File: src/tpdt_pkg.sv
// Shared types, constants and the expiry test for the tick prescaler delay timer bank.
// Used by the prescaler, the top level and the port checker; no dependencies.
package tpdt_pkg;

    localparam int unsigned CNT_W       = 8;
    localparam int unsigned DIV_W       = 4;
    localparam logic [DIV_W-1:0] DIV_LAST = 4'd9;   // divide-by-ten prescalers run 0..9
    localparam int unsigned IDX_FIELD_W = 4;
    localparam int unsigned S_TDATA_W   = 16;
    localparam int unsigned M_TDATA_W   = 32;

    typedef enum logic {
        OP_TICK = 1'b0,
        OP_POLL = 1'b1
    } tpdt_op_t;

    typedef struct packed {
        logic [CNT_W-1:0] c1s;
        logic [CNT_W-1:0] c100ms;
        logic [CNT_W-1:0] c10ms;
    } tpdt_counts_t;

    // Wraparound expiry test: s = start, c = current 10 ms count, d = delay.
    function automatic logic delay_elapsed(input logic [CNT_W-1:0] s,
                                           input logic [CNT_W-1:0] c,
                                           input logic [CNT_W-1:0] d);
        logic [CNT_W:0] sum;
        logic           reached;
        logic           below;
        sum     = {1'b0, s} + {1'b0, d};
        reached = (c >= sum[CNT_W-1:0]);
        below   = (c < s);
        if (sum[CNT_W]) begin
            delay_elapsed = reached && below;
        end else begin
            delay_elapsed = reached || below;
        end
    endfunction

endpackage

File: src/tick_prescaler_delay_timer_bank.sv
// Top level of the tick prescaler delay timer bank: stream ports, channel
// table and result register. Depends on tpdt_pkg and tpdt_prescaler.
//
// Takes one item per clock unless the result stalls and returns exactly one
// result per item in the cycle after it. A tick item (s_tuser = 0) advances the 1 ms
// prescaler cascade; a poll item (s_tuser = 1) arms an idle channel with the
// current 10 ms count or tests an armed one for expiry and disarms it when it
// fires. Polls of a channel at or above CHANNEL_COUNT report not-expired and
// change nothing. Every result carries the three counts after the item.
// A single result register separates the two sides: s_tready is high while
// that register is empty or being taken in the same cycle, so with m_tready
// held high the block sustains one item per cycle.
module tick_prescaler_delay_timer_bank
    import tpdt_pkg::*;
#(
    parameter int unsigned CHANNEL_COUNT = 8
) (
    input  logic                 aclk,
    input  logic                 aresetn,
    input  logic                 s_tvalid,
    output logic                 s_tready,
    input  logic [S_TDATA_W-1:0] s_tdata,   // [3:0] channel_index, [11:4] delay_ticks
    input  logic                 s_tuser,   // [0] opcode
    output logic                 m_tvalid,
    input  logic                 m_tready,
    output logic [M_TDATA_W-1:0] m_tdata    // [0] expired, [8:1] count_10ms,
                                            // [16:9] count_100ms, [24:17] count_1s
);

    localparam int unsigned IDX_W = (CHANNEL_COUNT > 1) ? $clog2(CHANNEL_COUNT) : 1;

    logic                   armed_reg [CHANNEL_COUNT];
    logic [CNT_W-1:0]       start_reg [CHANNEL_COUNT];
    logic                   m_tvalid_reg;
    logic [M_TDATA_W-1:0]   m_tdata_reg;

    logic                   accept;
    tpdt_op_t               op;
    logic [IDX_FIELD_W-1:0] chan_idx;
    logic [CNT_W-1:0]       delay;
    logic [IDX_W-1:0]       slot;
    logic                   in_range;
    logic                   is_poll;
    logic                   slot_armed;
    logic [CNT_W-1:0]       slot_start;
    logic                   fired;
    tpdt_counts_t           counts, counts_next;

    assign s_tready = aresetn && (!m_tvalid_reg || m_tready);
    assign accept   = s_tvalid && s_tready;
    assign op       = tpdt_op_t'(s_tuser);
    assign chan_idx = s_tdata[IDX_FIELD_W-1:0];
    assign delay    = s_tdata[IDX_FIELD_W +: CNT_W];
    assign slot     = IDX_W'(chan_idx);
    assign in_range = ({1'b0, chan_idx} < (IDX_FIELD_W+1)'(CHANNEL_COUNT));
    assign is_poll  = accept && (op == OP_POLL) && in_range;

    tpdt_prescaler u_prescaler (
        .aclk        (aclk),
        .aresetn     (aresetn),
        .tick        (accept && (op == OP_TICK)),
        .counts      (counts),
        .counts_next (counts_next)
    );

    always_comb begin
        slot_armed = 1'b0;
        slot_start = '0;
        if (in_range) begin
            slot_armed = armed_reg[slot];
            slot_start = start_reg[slot];
        end
        fired = is_poll && slot_armed && delay_elapsed(slot_start, counts.c10ms, delay);
    end

    // Arm on a poll of an idle channel, disarm when it fires.
    always_ff @(posedge aclk) begin
        if (!aresetn) begin
            for (int i = 0; i < CHANNEL_COUNT; i++) begin
                armed_reg[i] <= 1'b0;
            end
        end else if (is_poll) begin
            if (!slot_armed) begin
                armed_reg[slot] <= 1'b1;
            end else if (fired) begin
                armed_reg[slot] <= 1'b0;
            end
        end
    end

    always_ff @(posedge aclk) begin
        if (is_poll && !slot_armed) begin
            start_reg[slot] <= counts.c10ms;
        end
    end

    always_ff @(posedge aclk) begin
        if (!aresetn) begin
            m_tvalid_reg <= 1'b0;
        end else if (accept) begin
            m_tvalid_reg <= 1'b1;
        end else if (m_tready) begin
            m_tvalid_reg <= 1'b0;
        end
    end

    always_ff @(posedge aclk) begin
        if (accept) begin
            m_tdata_reg <= M_TDATA_W'({counts_next.c1s, counts_next.c100ms,
                                       counts_next.c10ms, fired});
        end
    end

    assign m_tvalid = m_tvalid_reg;
    assign m_tdata  = m_tdata_reg;

endmodule

File: src/tpdt_prescaler.sv
// Millisecond prescaler cascade: three divide-by-ten stages feeding wrapping
// 10 ms, 100 ms and 1 s counters. Depends on tpdt_pkg.
module tpdt_prescaler
    import tpdt_pkg::*;
(
    input  logic         aclk,
    input  logic         aresetn,
    input  logic         tick,        // advance by one millisecond
    output tpdt_counts_t counts,      // current counts
    output tpdt_counts_t counts_next  // counts after this cycle's tick, if any
);

    logic [DIV_W-1:0] ms_div_reg, ms_div_next;
    logic [DIV_W-1:0] tens_div_reg, tens_div_next;
    logic [DIV_W-1:0] hund_div_reg, hund_div_next;
    tpdt_counts_t     counts_reg, counts_next_int;

    logic wrap_ms, wrap_tens, wrap_hund;

    always_comb begin
        wrap_ms   = tick && (ms_div_reg == DIV_LAST);
        wrap_tens = wrap_ms && (tens_div_reg == DIV_LAST);
        wrap_hund = wrap_tens && (hund_div_reg == DIV_LAST);

        ms_div_next     = ms_div_reg;
        tens_div_next   = tens_div_reg;
        hund_div_next   = hund_div_reg;
        counts_next_int = counts_reg;

        if (tick) begin
            ms_div_next = wrap_ms ? '0 : ms_div_reg + DIV_W'(1);
        end
        if (wrap_ms) begin
            counts_next_int.c10ms = counts_reg.c10ms + CNT_W'(1);
            tens_div_next = wrap_tens ? '0 : tens_div_reg + DIV_W'(1);
        end
        if (wrap_tens) begin
            counts_next_int.c100ms = counts_reg.c100ms + CNT_W'(1);
            hund_div_next = wrap_hund ? '0 : hund_div_reg + DIV_W'(1);
        end
        if (wrap_hund) begin
            counts_next_int.c1s = counts_reg.c1s + CNT_W'(1);
        end
    end

    always_ff @(posedge aclk) begin
        if (!aresetn) begin
            ms_div_reg   <= '0;
            tens_div_reg <= '0;
            hund_div_reg <= '0;
            counts_reg   <= '0;
        end else begin
            ms_div_reg   <= ms_div_next;
            tens_div_reg <= tens_div_next;
            hund_div_reg <= hund_div_next;
            counts_reg   <= counts_next_int;
        end
    end

    assign counts      = counts_reg;
    assign counts_next = counts_next_int;

endmodule

File: config.mk
export PLATFORM = sky130hd
export DESIGN_NAME = tick_prescaler_delay_timer_bank
export DESIGN_NICKNAME = d
export VERILOG_FILES = /design/src/tpdt_pkg.sv /design/src/tick_prescaler_delay_timer_bank.sv /design/src/tpdt_prescaler.sv
export SDC_FILE = /design/constraint.sdc
export NUM_CORES = 1
export LEC_CHECK = 0
export BUFFER_PORTS_ARGS = -buffer_cell sky130_fd_sc_hd__clkbuf_2
export CORE_MARGIN = 2
export CORE_UTILIZATION = 30
export CTS_BUF_LIST = sky130_fd_sc_hd__clkbuf_2 sky130_fd_sc_hd__clkbuf_4 sky130_fd_sc_hd__clkbuf_8
export DETAILED_ROUTE_END_ITERATION = 16
export SLEW_MARGIN = 20
export SYNTH_ARGS = -nofsm -noshare
export SYNTH_HDL_FRONTEND = slang
export SYNTH_SLANG_ARGS = --single-unit
File: constraint.sdc
create_clock -name aclk -period 3.93 [get_ports aclk]
set_input_delay 0.1965 -clock aclk [delete_from_list [all_inputs] [get_ports aclk]]
set_output_delay 0.1965 -clock aclk [all_outputs]
set_load 0.03 [all_outputs]
==> results of run 1 <==
## cells in the final DEF, fill, tap and decap left out, types with 6 or more instances in the layout
cell	Yosys	final
buf_4	7	47
a22oi_1	9	9
dfxtp_1	45	45
and2_1	29	29
a21oi_1	9	6
nand2_1	39	38
edfxtp_1	89	89
ha_1	32	31
nand3_1	8	8
nor2_1	30	30
clkbuf_8	0	18
clkbuf_2	1	43
mux2i_1	8	8
inv_1	14	12
mux2_2	13	13
a221oi_1	7	7
conb_1	1	7
a21o_1	9	9
o21ai_0	17	11
nand4_1	14	14
and3_1	9	9
xnor2_1	21	21
nor2b_1	10	10
xor2_1	15	15
## cells by family after synthesis
| logic type | count (synthesis) | share of synthesized area |
|---|---|---|
| XOR/XNOR | 36 | 0.05098 |
| multiplexers | 23 | 0.04390 |
| adder cells (fa/ha/maj) | 33 | 0.06797 |
| AND/OR/NAND/NOR | 162 | 0.1406 |
| buffers and inverters | 39 | 0.02974 |
| AO/OA/AOI/OAI | 79 | 0.08841 |
| flip-flops | 134 | 0.5778 |
| other | 1 | 0.0006063 |
## what timing repair did
item,in CTS,in global routing
endpoints found under the hold margin,1,0
setup endpoints to repair,9,9
buffers inserted,0,4
hold buffers,1,0
cloned,0,1
gates resized for setup,4,15
pin swaps,0,18
## area by class of cell
type                            instances  area, um2
Multi-Input combinational cell        341       2524
Sequential cell                       134       3573
Clock inverter                         11      125.1
Tap cell                              270      337.8
Timing Repair Buffer                   91      578.1
Fill cell                            1942      12770
Clock buffer                           21      270.3
Inverter                               14      52.55
## synth_stat cells, drive strengths merged (2+ instances only)
master and number:
a211oi 6, a21o 9, a21oi 9, a221oi 7, a22o 2, a22oi 9
a31o 3, a31oi 4, and2 29, and3 9, buf 15, clkbuf 10
dfxtp 45, edfxtp 89, ha 32, inv 14, mux2 13, mux2i 8
mux4 2, nand2 39, nand2b 5, nand3 8, nand3b 3, nand4 15
nor2 30, nor2b 10, nor3 2, nor4 2, o211ai 2, o21a 2
o21ai 18, o21bai 2, o2bb2ai 2, or2 6, xnor2 21, xor2 15
## power groups by stage
stage | combinational, mW | sequential (mW) | clock, mW
global placement | 0.242 | 1.54 | 0
detailed placement | 0.247 | 1.54 | 0
finish | 0.272 | 1.51 | 1.13
CTS | 0.254 | 1.51 | 1.16
global route | 0.296 | 1.51 | 1.22
floorplan | 0.139 | 1.57 | 0
## worst register-to-register path, delay by kind of cell (launching register included)
family,cells,cell delay (ps)
AND/OR/NAND/NOR,3,330
buffers and inverters,3,400
adder cells (fa/ha/maj),2,640
AO/OA/AOI/OAI,8,1420
flip-flops,1,380
XOR/XNOR,1,90
multiplexers,1,470
## worst max path at each step
stage	from	slack (ps)	end	cells past startpoint
finish	start_reg[0][1]$_DFFE_PP_	90	armed_reg[7]$_DFF_P_	18
global route	start_reg[7][1]$_DFFE_PP_	-90	m_tdata[0]$_DFFE_PP_	17
CTS	start_reg[4][1]$_DFFE_PP_	30	m_tdata[0]$_DFFE_PP_	17
detailed placement	s_tdata[1]	-190	m_tdata[0]$_DFFE_PP_	20
global placement	s_tdata[0]	-140	m_tdata[0]$_DFFE_PP_	18
floorplan	s_tdata[2]	80	m_tdata[0]$_DFFE_PP_	20
## routing by layer
metal | global-route usage | up-vias | wire (um)
li1 | - | 2013 | -
met1 | 0.1501 | 2019 | 5844
met2 | 0.2319 | 79 | 7319
met3 | 0.03488 | 9 | 533
met4 | 0.04087 | 0 | 106
met5 | 0 | - | 0
## stage by stage
stage,utilization,TNS [ps],std cells,area [um2]
after floorplan,-,0,513,6207
after global placement,0.3436,-670.6,844,6952
after detailed placement,0.3436,-1264,844,6952
after CTS,0.3646,0,877,7377
after global routing,0.3687,-546.7,882,7461
final,0.3687,0,882,7461
==> metrics.csv, run 1 <==
metric;value;unit
status;finished, final reports clean;
crit_slowest_cell;mux4_2;
largest_reg_flops;64;
core;20230;um2
wl_per_cell;15.65;um
h-tree-depth;4;
cts.clk_slew.worst_paths;70;ps
overflow;0;
power_leakage;2.963;nW
worstPathArrival;4170;ps
final_hold_viol_count;0;
end_kind;register;
async_flop_share;0;
syn_avg_cell_area;12.20;um2
synth_seq_area_share;0.5778;
viasPerCell;4.671;
design.die.area;21780;um2
min_from;m_tready;
antenna_found_initial;0;
crit_chain;mux4_2, nand2b_1, a21o_1, inv_2, buf_4, fa_2, a211oi_2, o21bai_1, a21oi_1, xor2_1, ha_1, nand2_2, nor3_2, a21oi_2, a221o_1, buf_4, o21ai_4, o21ai_1;
grt_pass1_vias;4258;
drt_wl_total;13800;um
slew_violations;0;
min_period;3839;ps
max_freq;0.2605;GHz
ir_worst_vdd;0.2425;mV
r2r-start;start_reg[0][1]$_DFFE_PP_;
worst_hold_path.num_cells;3;
dp_slack;-185.3;ps
power_switching;695.7;uW
fin_skew;13.96;ps
root_buffer;clkbuf_8;
cts_tree;done;
min_period_over_period;0.9770;
area_delta_synth_final;20.64;%
antenna_cells;0;
comb_power_share;0.093;
drc;0;
holdWs;101.2;ps
cell_internal_pwr;2.213;mW
required;4260;ps
rsz0062_at_grt;true;
worstHoldPathType;primary input to register;
r2r_cells;18;
p_seq_frac;0.519;
p_per_area;389.8;nW/um2
worst_pin_slew;951.3;ps
rows;52;
hpwlAfterDp;9637;um
start_kind;register;
cts_made_buffers;17;
gp_congestion;0.8310;
finalWorstSetupSlack;90.57;ps
die_h;147.6;um
grt_first_pass_wirelength;21980;um
reg2reg_slack;90;ps
synth_edf_count;89;
crit_type;register to register;
portBuffers;43;
crit_buf_inv;3;
synth_area_leaders;edfxtp_1, dfxtp_1, ha_1;
yosys.cell_types.count;52;
cp_max_fo;4;
track_usage;0.1293;
detail-route-antenna-nets;0;
yosys_warnings;0;
pin_count;55;
cpPeakStageDelay;470;ps
switching_share;0.2392;
clock_latency;440;ps
layout-drive-gt1-share;0.2614;
drt_iter0_markers;285;
yosys_most_used_dff;edfxtp_1;
min_to;m_tvalid$_SDFFE_PN0P_;
r2r_end;armed_reg[7]$_DFF_P_;
grt_max_degree;33;
synth_area;6185;um2
synth_top_area_cell;edfxtp_1;
die_w;147.6;um
cts.path.max_buffers;2;
pwr-share-clk;0.388;
maxCapViolCount;0;
synthCells;507;
total_power;2.909;mW
start_util;0.3057;
fin_nets;653;
crit_top_cell;buf_4;
vias;4120;
synth-seq-cells;134;
synth_top_area_share;0.4321;
clock_sinks;134;
relSlewSlack;0.3619;
cp_top_family;compound AO/OA/AOI/OAI gates;
first_pass_iters;5;
setup_viol_count_final;0;
Note: power is estimated with default switching activity, not from simulation.
==> inputs of run 2 (changes only) <==
Settings changed: CORE_UTILIZATION 30 to 35.
==> run 2 against run 1 <==
Effect of this change:
- global-route usage is 1.9 points higher
- worst setup slack gained 80 ps
- clock power is 13% lower
==> metrics.csv, run 2 (same netlist as run 1, synthesis figures left out) <==
metric;value;unit;change
status;finished, final reports clean;;
grt_first_pass_wirelength;20830;um;-5.2%
drt_wl_total;13440;um;-2.6%
min_to;m_tvalid$_SDFFE_PN0P_;;
power_leakage;2.933;nW;-1.0%
drc;0;;unchanged
slew_violations;0;;unchanged
finalWorstSetupSlack;170.4;ps;+79.87 ps
core;17300;um2;-15%
die_h;136.9;um;-7.2%
instances_no_fill;835;;-5.3%
root_buffer;clkbuf_8;;
area_delta_synth_final;18.77;%;
drt_iter0_markers;243;;-15%
final_hold_viol_count;0;;unchanged
ir_worst_vdd;0.1817;mV;-25%
cp_max_fo;5;;+1
clock_sinks;134;;unchanged
reg2reg_slack;170;ps;+80 ps
start_util;0.3576;;+0.05191
first_pass_iters;5;;unchanged
antenna_cells;0;;unchanged
relSlewSlack;0.3645;;+0.002650
r2r-start;start_reg[3][1]$_DFFE_PP_;;
cts_made_buffers;17;;unchanged
vias;4177;;+1.4%
place_inst;798;;-5.5%
holdWs;103.8;ps;+2.675 ps
h-tree-depth;4;;unchanged
r2r_end;m_tdata[0]$_DFFE_PP_;;
cts.path.max_buffers;2;;unchanged
hpwlAfterDp;9284;um;-3.7%
cts.clk_slew.worst_paths;80;ps;about the same
crit_type;register to register;;
die_w;136.9;um;-7.2%
utilization;0.4247;;+0.05597
min_from;m_tready;;
maxCapViolCount;0;;unchanged
fin_skew;14.61;ps;+0.6491 ps
min_period_over_period;0.9566;;-0.02032
largest_reg_flops;64;;unchanged
layout-drive-gt1-share;0.2607;;-0.0007822
min_period;3760;ps;-79.87 ps
p_per_area;377.1;nW/um2;-3.3%
grt_max_degree;40;;+21%
cts_tree;done;;
r2r_cells;17;;-1
final_cell_mix;edfxtp_1, dfxtp_1, buf_4, clkbuf_2, nand2_1;;
pin_count;55;;unchanged
track_usage;0.1485;;+0.01922
setup_tns;0;ps;unchanged
wl_per_cell;16.10;um;+2.9%
design.die.area;18750;um2;-14%
setup_viol_count_final;0;;unchanged
antenna_found_initial;0;;unchanged
rows;48;;-7.7%
required;4250;ps;about the same
overflow;0;;unchanged
final_common_cell;edfxtp_1;;
worst_hold_path.num_cells;3;;unchanged
detail-route-antenna-nets;0;;unchanged
worstPathArrival;4080;ps;-90 ps
gp_congestion;0.8002;;-3.7%
start_kind;register;;
max_freq;0.2660;GHz;+2.1%
dp_slack;-277.8;ps;-92.50 ps
end_kind;register;;
grt_pass1_vias;4137;;-2.8%
viasPerCell;5.002;;+7.1%
fin_nets;652;;-0.15%
clock_latency;450;ps;about the same
worstHoldPathType;primary input to register;;
portBuffers;43;;unchanged
worst_pin_slew;949.7;ps;-1.603 ps
run 2: metrics by stage:
| stage | instance area (um2) | power (mW) |
|---|---|---|
| after floorplan | 6207 | 1.705 |
| after CTS | 7247 | 2.778 |
| final | 7346 | 2.770 |
| after global placement | 6888 | 1.782 |
| after detailed placement | 6888 | 1.788 |
| after global routing | 7346 | 2.881 |
run 2: critical path: stages (launching register included):
cell and delay, ps:
edfxtp_1 380, mux4_2 450, nand2_1 80, a21o_1 150, inv_2 60, buf_4 130
fa_2 380, a211oi_2 300, o21bai_1 100, a21oi_1 160, xor2_1 100, ha_1 290
nand2_2 60, nor3_2 160, a21oi_2 80, a221o_1 410, o21ai_4 130, and3_1 200
run 2: how the worst max path moves through the flow:
stage	from	end	slack, ps	cells past startpoint
floorplan	s_tdata[2]	m_tdata[0]$_DFFE_PP_	80	20
global placement	s_tdata[2]	m_tdata[0]$_DFFE_PP_	-140	18
finish	start_reg[3][1]$_DFFE_PP_	m_tdata[0]$_DFFE_PP_	170	17
detailed placement	s_tdata[2]	m_tdata[0]$_DFFE_PP_	-280	19
global route	start_reg[2][1]$_DFFE_PP_	m_tdata[0]$_DFFE_PP_	-30	17
CTS	start_reg[2][1]$_DFFE_PP_	m_tdata[0]$_DFFE_PP_	9	17
run 2: timing repair:
action,4_1_cts,5_1_grt
hold buffers,1,0
cloned,0,1
buffers inserted,0,4
gates resized for setup,2,15
pin swaps,0,15
hold endpoints to repair,1,0
setup endpoints to repair,4,9
run 2: layer usage:
layer / track usage / vias to the layer above / share of wire
li1: - / 2017 / -
met1: 0.1942 / 2050 / 0.46
met2: 0.2396 / 94 / 0.47
met3: 0.03259 / 16 / 0.053
met4: 0.05842 / 0 / 0.016
met5: 0 / - / 0
run 2: cell type report:
cell class | instances | area, um2
Clock inverter | 14 | 100.1
Inverter | 14 | 52.55
Fill cell | 1650 | 9951
Sequential cell | 134 | 3573
Multi-Input combinational cell | 341 | 2530
Timing Repair Buffer | 90 | 574.3
Tap cell | 225 | 281.5
Clock buffer | 17 | 234.0
run 2: where the power goes:
group          switching (mW)  internal, mW  total [mW]  leakage [nW]
clock                   0.554         0.433       0.987         0.160
combinational           0.164         0.110       0.274          1.52
sequential            0.00629          1.50        1.51          1.25
==> inputs of run 3 (changes only) <==
Settings changed: CORE_ASPECT_RATIO set to 1.1.
==> run 3 against run 2 <==
Effect of this change:
- hold slack better by 3.0 ps
- final cell count up 1.2%
- count of clock-buffer cells in the layout unchanged
- worst setup slack worse by 52 ps
- sequential power about the same
- clock power up 33%
- power up 12%
- sequential share of layout area down 0.97 points
- global-route usage up 0.063 points
- critical path type unchanged
- largest cell class unchanged
- largest power group unchanged
==> metrics.csv, run 3 (same netlist as run 1, synthesis figures left out) <==
metric;value;unit;change
status;finished, final reports clean;;
layout-drive-gt1-share;0.2602;;-0.0004266
rows;50;;+4.2%
relSlewSlack;0.3344;;-0.03013
pin_count;55;;unchanged
utilization;0.4373;;+0.01260
drt_wl_total;13420;um;-0.14%
viasPerCell;4.892;;-2.2%
overflow;0;;unchanged
total_power;3.091;mW;+12%
largest_reg_flops;64;;unchanged
antenna_found_initial;0;;unchanged
portBuffers;43;;unchanged
worstHoldPathType;primary input to register;;
min_from;m_tready;;
worstPathArrival;4120;ps;+40 ps
r2r_end;m_tdata[0]$_DFFE_PP_;;
required;4240;ps;about the same
grt-busiest-layer;met2;;
maxCapViolCount;0;;unchanged
hpwlAfterDp;9344;um;+0.64%
grt_first_pass_wirelength;21300;um;+2.3%
crit_buf_inv;3;;+1
h-tree-depth;4;;unchanged
final_cell_mix;edfxtp_1, dfxtp_1, buf_4, clkbuf_2, nand2_1;;
cts_tree;done;;
area_delta_synth_final;21.20;%;
detail-route-antenna-nets;0;;unchanged
drt_iter0_markers;166;;-32%
end_kind;register;;
min_period;3812;ps;+52.25 ps
final_hold_viol_count;0;;unchanged
design.die.area;18750;um2;about the same
setup_viol_count_final;0;;unchanged
cts_made_buffers;17;;unchanged
holdWs;106.8;ps;+2.993 ps
start_kind;register;;
crit_slowest_cell;mux4_2;;
antenna_cells;0;;unchanged
clock_sinks;134;;unchanged
cts.clk_slew.worst_paths;80;ps;about the same
ir_worst_vdd;0.2592;mV;+43%
drc;0;;unchanged
dp_slack;-181.0;ps;+96.84 ps
crit_chain;mux4_2, nand2b_1, a21o_1, inv_2, buf_4, fa_1, buf_4, a21o_1, a21oi_1, xor2_1, ha_1, nand2_1, nor3_2, a21oi_2, a221o_1, o21ai_4, and3_1;;
cp_max_fo;5;;unchanged
grt_max_degree;41;;+2.5%
final_common_cell;edfxtp_1;;
start_util;0.3608;;+0.003236
wl_per_cell;15.89;um;-1.3%
track_usage;0.1491;;+0.0006281
max_freq;0.2623;GHz;-1.4%
rsz0062_at_grt;true;;
min_to;m_tvalid$_SDFFE_PN0P_;;
fin_nets;652;;unchanged
min_period_over_period;0.9699;;+0.01329
worst_hold_path.num_cells;3;;unchanged
vias;4134;;-1.0%
reg2reg_slack;120;ps;-50 ps
die_h;143.4;um;+4.7%
finalWorstSetupSlack;118.2;ps;-52.25 ps
grt_util_met3;0.03649;;+0.003893
cts.path.max_buffers;2;;unchanged
clock_latency;440;ps;about the same
power_leakage;3.013;nW;+2.7%
root_buffer;clkbuf_8;;
first_pass_iters;4;;-1
cp_top_family;compound AO/OA/AOI/OAI gates;;
gp_congestion;0.7825;;-2.2%
grt_pass1_vias;4363;;+5.5%
core;17140;um2;-0.90%
slew_violations;0;;unchanged
worst_pin_slew;997.3;ps;+47.60 ps
cpPeakStageDelay;460;ps;about the same
die_w;130.7;um;-4.5%
p_per_area;412.3;nW/um2;+9.4%
fin_skew;9.262;ps;-5.352 ps
met1_usage;0.1749;;-0.01932
gr-usage-met2;0.2623;;+0.02270
r2r_cells;17;;unchanged
r2r-start;start_reg[4][1]$_DFFE_PP_;;
crit_type;register to register;;
[run 3: cell type report]
type,instances,area [um2]
multi-input cells,341,2530
fillers,1601,9646
inverters,14,52.55
repair buffers,90,586.8
clock buffers,17,234.0
well taps,234,292.8
clock inverters,15,226.5
flip-flops and latches,134,3573
[run 3: report_power, final]
group	leakage [nW]	switching [mW]	internal [mW]	total (mW)
registers	1.25	0.00679	1.50	1.51
clock network	0.224	0.551	0.759	1.31
logic	1.54	0.162	0.110	0.271
total	3.01	0.719	2.37	3.09
[run 3: what timing repair did]
action	4_1_cts	5_1_grt
hold buffers	1	0
hold endpoints to repair	1	0
setup endpoints to repair	3	9
setup buffers	0	2
cloned	0	1
resized for setup	2	17
pin swaps	0	15
[run 3: per-stage QoR]
stage	instances	setup TNS (ps)	cell area [um2]
4_1_cts	842	0	7412
3_3_place_gp	809	-331.0	6927
5_1_grt	845	-218.6	7496
3_5_place_dp	809	-1117	6927
2_1_floorplan	513	0	6207
6_report	845	0	7496
[run 3: worst register-to-register path: stages, from the launching register on]
cell      delay, ps
edfxtp_1        380
mux4_2          460
nand2b_1         80
a21o_1          150
inv_2            60
buf_4           130
fa_1            430
buf_4           160
a21o_1          150
a21oi_1         220
xor2_1          120
ha_1            290
nand2_1          60
nor3_2          180
a21oi_2          80
a221o_1         410
o21ai_4         130
and3_1          190
[run 3: routing by layer]
| metal | routed length, um | up-vias |
|---|---|---|
| met4 | 352 | 0 |
| met3 | 572 | 27 |
| met5 | 0 | - |
| li1 | - | 2018 |
| met1 | 5854 | 1997 |
| met2 | 6645 | 92 |
[run 3: worst max path at each step]
stage	slack, ps	cells after the start	to	start
final	120	17	m_tdata[0]$_DFFE_PP_	start_reg[4][1]$_DFFE_PP_
after global routing	-70	17	m_tdata[0]$_DFFE_PP_	start_reg[4][1]$_DFFE_PP_
after CTS	40	17	m_tdata[0]$_DFFE_PP_	start_reg[4][1]$_DFFE_PP_
after detailed placement	-180	18	m_tdata[0]$_DFFE_PP_	s_tdata[1]
after global placement	-100	19	m_tdata[0]$_DFFE_PP_	s_tdata[1]
after floorplan	80	20	m_tdata[0]$_DFFE_PP_	s_tdata[2]
